<file path="config.mk">
export PLATFORM = sky130hd
export DESIGN_NAME = token_bucket_shaper
export DESIGN_NICKNAME = d
export VERILOG_FILES = /design/src/rtl/tbs_pkg.sv /design/src/rtl/token_bucket_shaper.sv /design/src/rtl/tbs_ram.sv
export SDC_FILE = /design/constraint.sdc
export NUM_CORES = 2
export LEC_CHECK = 0
export BUFFER_PORTS_ARGS = -buffer_cell sky130_fd_sc_hd__buf_4
export CAP_MARGIN = 20
export CORE_MARGIN = 4
export CORE_UTILIZATION = 56
export CTS_CLUSTER_SIZE = 14
export DETAILED_ROUTE_END_ITERATION = 12
export PLACE_DENSITY = 0.84
export SYNTH_ARGS = -nofsm -noshare
export SYNTH_HDL_FRONTEND = slang
export SYNTH_SLANG_ARGS = --single-unit
</file>
<file path="constraint.sdc">
create_clock -name clock -period 7 [get_ports clock]
set_input_delay 0.35 -clock clock [delete_from_list [all_inputs] [get_ports clock]]
set_output_delay 0.35 -clock clock [all_outputs]
set_load 0.02 [all_outputs]
</file>
<file path="src/rtl/tbs_pkg.sv">
// Package for the token bucket shaper: sizes, the request kind and reset values.
// Used by tbs_ram users, token_bucket_shaper and tbs_checker. Depends on nothing.
`default_nettype none

package tbs_pkg;

   // Waiting queue geometry.
   localparam int QUEUE_DEPTH = 64;
   localparam int PTR_WIDTH   = (QUEUE_DEPTH > 1) ? $clog2(QUEUE_DEPTH) : 1;
   localparam int CNT_WIDTH   = $clog2(QUEUE_DEPTH + 1);

   // Field widths on the ports.
   localparam int TOKEN_WIDTH    = 16;
   localparam int TAG_PORT_WIDTH = 16;

   // Tag bits kept in the queue: the low TAG_WIDTH bits of the port.
   localparam int TAG_WIDTH      = 16;
   localparam int KEEP_TAG_WIDTH = (TAG_WIDTH < TAG_PORT_WIDTH) ? TAG_WIDTH : TAG_PORT_WIDTH;
   localparam int ENTRY_WIDTH    = KEEP_TAG_WIDTH + TOKEN_WIDTH;

   localparam logic [TOKEN_WIDTH-1:0] BUCKET_DEPTH_RESET = TOKEN_WIDTH'(10);

   // Kind of request beat.
   typedef enum logic {
      FUNC_TICK    = 1'b0,
      FUNC_ARRIVAL = 1'b1
   } func_type;

endpackage

`default_nettype wire

</file>
<file path="src/rtl/token_bucket_shaper.sv">
// Top level of the token bucket shaper: token counter, queue pointers and control.
// Depends on tbs_pkg and on tbs_ram, which holds the waiting queue.
`default_nettype none

// How the block is used
// ---------------------
// Requests arrive as beats on the req_ channel. A beat is either a token tick
// (req_func = 0), which adds one token to the bucket, or a packet arrival
// (req_func = 1) carrying a tag and the number of tokens it needs. Every
// request beat produces exactly one result beat on the rsp_ channel, in order,
// telling whether the packet was dropped, queued or released, whether a token
// was discarded, the tag of any released packet and the token count left.
// The bucket depth is written through the csr_ channel, which is always ready;
// it should only be written while no request is outstanding.
// Each request is accepted in ST_IDLE, while the waiting queue memory reads
// the current head entry, and is acted on in ST_EXEC; the registered read of
// that memory sets this, and no new request is accepted until the last one
// has been acted on. The result sits in an output register, and a
// new request may be accepted while it waits; if the receiver stalls, that
// request is held until the output register drains. Synchronous reset empties
// the queue, zeroes the token count, restores a bucket depth of ten and drops
// any result that has not been taken.

module token_bucket_shaper (
   input  wire logic                               clock,
   input  wire logic                               reset,
   // Request channel.
   input  wire logic                               req_valid,
   output logic                                    req_ready,
   input  wire logic                               req_func,
   input  wire logic [tbs_pkg::TAG_PORT_WIDTH-1:0] req_packet_tag,
   input  wire logic [tbs_pkg::TOKEN_WIDTH-1:0]    req_tokens_needed,
   // Result channel.
   output logic                                    rsp_valid,
   input  wire logic                               rsp_ready,
   output logic                                    rsp_packet_dropped,
   output logic                                    rsp_packet_queued,
   output logic                                    rsp_queue_overflow,
   output logic                                    rsp_token_dropped,
   output logic                                    rsp_released,
   output logic      [tbs_pkg::TAG_PORT_WIDTH-1:0] rsp_released_tag,
   output logic      [tbs_pkg::TOKEN_WIDTH-1:0]    rsp_tokens_left,
   // Configuration channel.
   input  wire logic                               csr_valid,
   output logic                                    csr_ready,
   input  wire logic [tbs_pkg::TOKEN_WIDTH-1:0]    csr_bucket_depth
);

   typedef enum logic {
      ST_IDLE,
      ST_EXEC
   } state_type;

   state_type state_ff;

   // Captured request.
   tbs_pkg::func_type                        req_func_ff;
   logic [tbs_pkg::KEEP_TAG_WIDTH-1:0]       req_tag_ff;
   logic [tbs_pkg::TOKEN_WIDTH-1:0]          req_need_ff;

   // Architectural state.
   logic [tbs_pkg::TOKEN_WIDTH-1:0]          depth_ff;
   logic [tbs_pkg::TOKEN_WIDTH-1:0]          token_ff, token_in;
   logic [tbs_pkg::PTR_WIDTH-1:0]            head_ff, head_in;
   logic [tbs_pkg::PTR_WIDTH-1:0]            tail_ff, tail_in;
   logic [tbs_pkg::CNT_WIDTH-1:0]            count_ff, count_in;

   // Result register.
   logic                                     rsp_valid_ff, rsp_valid_in;
   logic                                     dropped_ff, dropped_in;
   logic                                     queued_ff, queued_in;
   logic                                     overflow_ff, overflow_in;
   logic                                     tok_drop_ff, tok_drop_in;
   logic                                     released_ff, released_in;
   logic [tbs_pkg::KEEP_TAG_WIDTH-1:0]       rel_tag_ff, rel_tag_in;

   // Queue memory interface.
   logic                                     push;
   logic [tbs_pkg::ENTRY_WIDTH-1:0]          head_entry;
   logic [tbs_pkg::KEEP_TAG_WIDTH-1:0]       head_tag;
   logic [tbs_pkg::TOKEN_WIDTH-1:0]          head_need;
   logic [tbs_pkg::TOKEN_WIDTH-1:0]          tick_tokens;
   logic                                     queue_empty;
   logic                                     queue_full;
   logic                                     commit;

   // The memory reads the head entry every cycle. A request is acted on in
   // ST_EXEC, after it was accepted (a stall may hold it there), and no push or
   // pop happens in between, so the read data always matches the head when used.
   tbs_ram #(
      .WIDTH (tbs_pkg::ENTRY_WIDTH),
      .DEPTH (tbs_pkg::QUEUE_DEPTH)
   ) u_queue (
      .clock   (clock),
      .wr_en   (push),
      .wr_addr (tail_ff),
      .wr_data ({req_tag_ff, req_need_ff}),
      .rd_addr (head_ff),
      .rd_data (head_entry)
   );

   assign head_tag  = head_entry[tbs_pkg::ENTRY_WIDTH-1 -: tbs_pkg::KEEP_TAG_WIDTH];
   assign head_need = head_entry[tbs_pkg::TOKEN_WIDTH-1:0];

   assign queue_empty = (count_ff == '0);
   assign queue_full  = (count_ff == tbs_pkg::CNT_WIDTH'(tbs_pkg::QUEUE_DEPTH));

   // The request is acted on once the output register is free or is draining.
   assign commit = (state_ff == ST_EXEC) && (!rsp_valid_ff || rsp_ready);

   assign req_ready = (state_ff == ST_IDLE);
   assign csr_ready = 1'b1;

   always_comb begin
      token_in    = token_ff;
      head_in     = head_ff;
      tail_in     = tail_ff;
      count_in    = count_ff;
      dropped_in  = 1'b0;
      queued_in   = 1'b0;
      overflow_in = 1'b0;
      tok_drop_in = 1'b0;
      released_in = 1'b0;
      rel_tag_in  = '0;
      push        = 1'b0;
      tick_tokens = token_ff;

      case (req_func_ff)
         tbs_pkg::FUNC_TICK: begin
            // Add the token unless the bucket is already at (or above) its depth.
            if (token_ff < depth_ff) begin
               tick_tokens = token_ff + 1'b1;
            end else begin
               tok_drop_in = 1'b1;
            end
            token_in = tick_tokens;
            // Only the head of the queue is considered, once per tick.
            if (!queue_empty && (head_need <= tick_tokens)) begin
               token_in    = tick_tokens - head_need;
               released_in = 1'b1;
               rel_tag_in  = head_tag;
               head_in     = (head_ff == tbs_pkg::PTR_WIDTH'(tbs_pkg::QUEUE_DEPTH - 1)) ?
                             '0 : head_ff + 1'b1;
               count_in    = count_ff - 1'b1;
            end
         end
         tbs_pkg::FUNC_ARRIVAL: begin
            if (req_need_ff > depth_ff) begin
               dropped_in = 1'b1;
            end else if (queue_empty && (req_need_ff <= token_ff)) begin
               token_in    = token_ff - req_need_ff;
               released_in = 1'b1;
               rel_tag_in  = req_tag_ff;
            end else if (queue_full) begin
               overflow_in = 1'b1;
            end else begin
               push      = commit;
               queued_in = 1'b1;
               tail_in   = (tail_ff == tbs_pkg::PTR_WIDTH'(tbs_pkg::QUEUE_DEPTH - 1)) ?
                           '0 : tail_ff + 1'b1;
               count_in  = count_ff + 1'b1;
            end
         end
         default: begin
            token_in = token_ff;
         end
      endcase

      if (commit) begin
         rsp_valid_in = 1'b1;
      end else if (rsp_ready) begin
         rsp_valid_in = 1'b0;
      end else begin
         rsp_valid_in = rsp_valid_ff;
      end
   end

   always_ff @(posedge clock) begin
      if (reset) begin
         state_ff     <= ST_IDLE;
         depth_ff     <= tbs_pkg::BUCKET_DEPTH_RESET;
         token_ff     <= '0;
         head_ff      <= '0;
         tail_ff      <= '0;
         count_ff     <= '0;
         rsp_valid_ff <= 1'b0;
      end else begin
         rsp_valid_ff <= rsp_valid_in;

         if (csr_valid && csr_ready) begin
            depth_ff <= csr_bucket_depth;
         end

         case (state_ff)
            ST_IDLE: begin
               if (req_valid) begin
                  req_func_ff <= tbs_pkg::func_type'(req_func);
                  req_tag_ff  <= req_packet_tag[tbs_pkg::KEEP_TAG_WIDTH-1:0];
                  req_need_ff <= req_tokens_needed;
                  state_ff    <= ST_EXEC;
               end
            end
            ST_EXEC: begin
               if (commit) begin
                  token_ff    <= token_in;
                  head_ff     <= head_in;
                  tail_ff     <= tail_in;
                  count_ff    <= count_in;
                  dropped_ff  <= dropped_in;
                  queued_ff   <= queued_in;
                  overflow_ff <= overflow_in;
                  tok_drop_ff <= tok_drop_in;
                  released_ff <= released_in;
                  rel_tag_ff  <= rel_tag_in;
                  state_ff    <= ST_IDLE;
               end
            end
            default: begin
               state_ff <= ST_IDLE;
            end
         endcase
      end
   end

   assign rsp_valid          = rsp_valid_ff;
   assign rsp_packet_dropped = dropped_ff;
   assign rsp_packet_queued  = queued_ff;
   assign rsp_queue_overflow = overflow_ff;
   assign rsp_token_dropped  = tok_drop_ff;
   assign rsp_released       = released_ff;
   assign rsp_released_tag   = tbs_pkg::TAG_PORT_WIDTH'(rel_tag_ff);
   // The token count only changes when a result is loaded, so it always
   // matches the result being shown.
   assign rsp_tokens_left    = token_ff;

endmodule

`default_nettype wire

</file>
<file path="src/rtl/tbs_ram.sv">
// Generic single-port-write, single-port-read RAM with a registered read.
// No dependencies; contents are undefined until written.
`default_nettype none

module tbs_ram #(
   parameter int WIDTH = 32,
   parameter int DEPTH = 64
) (
   input  wire logic                     clock,
   input  wire logic                     wr_en,
   input  wire logic [$clog2(DEPTH)-1:0] wr_addr,
   input  wire logic [WIDTH-1:0]         wr_data,
   input  wire logic [$clog2(DEPTH)-1:0] rd_addr,
   output logic      [WIDTH-1:0]         rd_data
);

   logic [WIDTH-1:0] mem [DEPTH];

   always_ff @(posedge clock) begin
      if (wr_en) begin
         mem[wr_addr] <= wr_data;
      end
      rd_data <= mem[rd_addr];
   end

endmodule

`default_nettype wire

</file>
==> metrics.yaml <==
status: "completed"
ctsRootBufferMaster: "clkbuf_16"
post_cts_resized: 0
worst_pin_slew_ns: 1.18
first_global_vias: 44300
critPathRequiredTime_ns: 7.49
drv_slew: 0
clkSinkCount: 2187
rows: 143
maxCapViolCount: 0
hold_end: "depth_ff[12]"
startpoint_type: "flop"
skew_ns: 0.0422
period_share_pct: 79.1
die_width_um: 399
cts_tree: "done"
drt_wl_total_um: 244000
grt_max_degree: 161
place_inst: 5844
synth_warnings: 0
path_depth: 11
ant_nets: 0
reg2reg_to: "u_queue.mem[26][23]"
start_util_pct: 56.4
max_slew_margin_pct: 21.3
crit_path_cell_trace: "inv_1 > ha_1 > inv_1 > o21bai_1 > a21oi_1 > nor2_1 > a21oi_2 > and4b_1 > nand4b_4 > nor2_4 > buf_4"
routedWlPerCell_um: 38.7
fin_cells: 6303
dieArea_sq_um: 159000
clk_latency_ns: 0.85
worstSetupPathType: "flop to flop"
synth.area.top_cells: "edfxtp_1 (74%), mux4_2 (18%), dfxtp_1 (2.0%)"
seqCellArea_sq_um: 64800
min_from: "csr_valid"
worst-path-buf-inv: 3
r2r_cells: 11
cts_max_level: 4
hold_depth: 3
overflow: 0
die_y_um: 399
synth_area_leader_cell: "edfxtp_1"
ir_drop_v: 0.000234
fmax_mhz: 181
synth_edf_count: 2102
synth_seq_area_share_pct: 75.6
io_buffers: 92
synth-seq-cells: 2187
finalHoldViolCount: 0
r2r_start: "req_need_ff[14]"
grt_usage_pct: 30.8
postSynthCellCount: 3777
clockBufferDepth: 3
via_count: 44800
synthesis.area_sq_um: 85700
cts_buffers: 196
cp_top_family: "simple AND/OR/NAND/NOR gates"
async_flop_share_pct: 0
cts_setup_buffers: 0
yosys.cell_types.count: 83
grt_pass1_wl_um: 343000
cp_max_fo: 19
cp_data_arrival_time_ns: 6.03
synthesis.nets: 3905
final_cell_mix: "edfxtp_1 (2,102), mux4_2 (672), buf_4 (203), clkbuf_16 (197), dfxtp_1 (79)"
tns_ns: 0
multi_input_area_sq_um: 20300
syn_to_final_growth_pct: 13.0
place_hpwl_um: 134000
critPathCaptureType: "flop"
p_per_area_nw_per_um2: 263
drive_above_1_share_pct: 29.9
clk_pin_slew_ns: 0.06
synth_ff_type: "edfxtp_1"
fin_nets: 4226
finalSetupViolations: 0
leakage_nw: 29.7
cpMostUsedCell: "inv_1"
coreArea_sq_um: 152000
postSynthAreaPerCell_sq_um: 22.7
vias_per_cell: 7.11
period_needed_ns: 5.54
ff2ff_setup_slack_ns: 1.46
drc: 0
antenna_found_initial: 34
gp_congestion: 0.926
final_common_cell: "edfxtp_1"
min_path_type: "primary input to flop"
max_stage_delay_ns: 0.99
io-pin-count: 94
dr.pass1.iters: 5
drtIter0Drc: 8110
yosysTopAreaCellShare_pct: 73.6
critPathSlowestCell: "edfxtp_1"
fillers: 9272
rsz0062_at_grt: "no"
## through the flow
| stage | setup WS (ns) | util [%] | hold slack (ns) | cell area [sq um] | power, mW |
|---|---|---|---|---|---|
| global route | 1.20 | 63.6 | 0.0585 | 96800 | 26.1 |
| CTS | 1.61 | 63.5 | 0.0192 | 96600 | 25.4 |
| global placement | 1.78 | 59.0 | 0.462 | 89800 | 15.2 |
| finish | 1.46 | 63.7 | 0.0809 | 96800 | 25.4 |
| floorplan | 1.92 | - | 0.449 | 85700 | 14.9 |
| detailed placement | 1.71 | 59.0 | 0.488 | 89800 | 15.2 |
## cell type report
cell class	count	share of cell area [%]
sequential	2187	67.0
multi-input combinational	1338	21.0
clock buffer	264	5.49
timing repair buffer	306	2.92
tap	2030	2.62
clock inverter	97	0.743
inverter	69	0.268
antenna	12	0.0310
## Yosys cell counts, types with 16 or more instances
| cell type | number |
|---|---|
| xnor2_1 | 24 |
| buf_1 | 46 |
| a21oi_1 | 50 |
| mux4_2 | 672 |
| edfxtp_1 | 2102 |
| inv_1 | 69 |
| nand4_1 | 17 |
| buf_2 | 30 |
| nor3_1 | 18 |
| a22o_1 | 16 |
| clkbuf_1 | 87 |
| o21ai_0 | 31 |
| dfxtp_1 | 85 |
| nor2_1 | 134 |
| ha_1 | 71 |
| xor2_1 | 19 |
| nand3_1 | 26 |
| mux2i_1 | 20 |
| buf_4 | 16 |
| nand2_1 | 44 |
## how the worst max path moves through the flow
stage / start / to / slack (ns)
3_3_place_gp: req_need_ff[14] / u_queue.mem[51][1] / 1.78
2_1_floorplan: req_need_ff[2] / u_queue.mem[24][0] / 1.92
3_5_place_dp: req_need_ff[14] / u_queue.mem[56][26] / 1.71
4_1_cts: req_need_ff[14] / u_queue.mem[26][28] / 1.61
6_report: req_need_ff[14] / u_queue.mem[26][23] / 1.46
5_1_grt: req_need_ff[14] / u_queue.mem[26][23] / 1.20
## metal layers
| layer | GRT usage (%) | share of wire (%) | vias to the layer above |
|---|---|---|---|
| met5 | 0 | 0.061 | - |
| met4 | 11.5 | 4.2 | 22 |
| met3 | 8.42 | 14 | 616 |
| met2 | 49.2 | 49 | 4290 |
| met1 | 41.1 | 33 | 23200 |
| li1 | - | - | 16700 |
## worst reg2reg max path, delay by kind of cell (launching register included)
kind	cells	cell delay [ns]
AO/OA/AOI/OAI	3	0.69
AND/OR/NAND/NOR	4	2.38
adder cells (fa/ha/maj)	1	0.37
flip-flops	1	0.99
buffers and inverters	3	0.77
## power by group
part	internal (mW)	leakage (nW)	switching (mW)
clock network	5.50	2.97	4.93
logic	0.196	7.12	0.441
registers	14.3	19.6	0.0475
## flip-flops by register name, summed over array words and instances, names as in the netlist
name and cells:
rsp_released 1, count_ff 7, rsp_packet_dropped 1, req_func_ff 1, tail_ff 6, req_need_ff 16, u_queue.rd_data 32, rsp_released_tag 16
rsp_valid 1, state_ff 1, rsp_token_dropped 1, head_ff 6, req_tag_ff 16, depth_ff 16, rsp_queue_overflow 1, u_queue.mem 2048
rsp_tokens_left 16, rsp_packet_queued 1
## cell families (layout without fill, tap and decap cells)
family                   count (synthesis)  after routing  synth area share [%]
multiplexers                           695            695                  17.9
AO/OA/AOI/OAI                          207            207                  1.70
other                                    1             13               0.00438
XOR/XNOR                                43             43                 0.439
adder cells (fa/ha/maj)                 74             74                  1.11
buffers and inverters                  252            736                  1.25
flip-flops                            2187           2187                  75.6
AND/OR/NAND/NOR                        318            318                  1.93
## timing repair
item / in CTS / in global routing
hold buffers: 77 / 0
endpoints found under the hold margin: 54 / 0
setup endpoints to repair: 0 / 0
No activity file was read; power rests on OpenSTA's default activity.
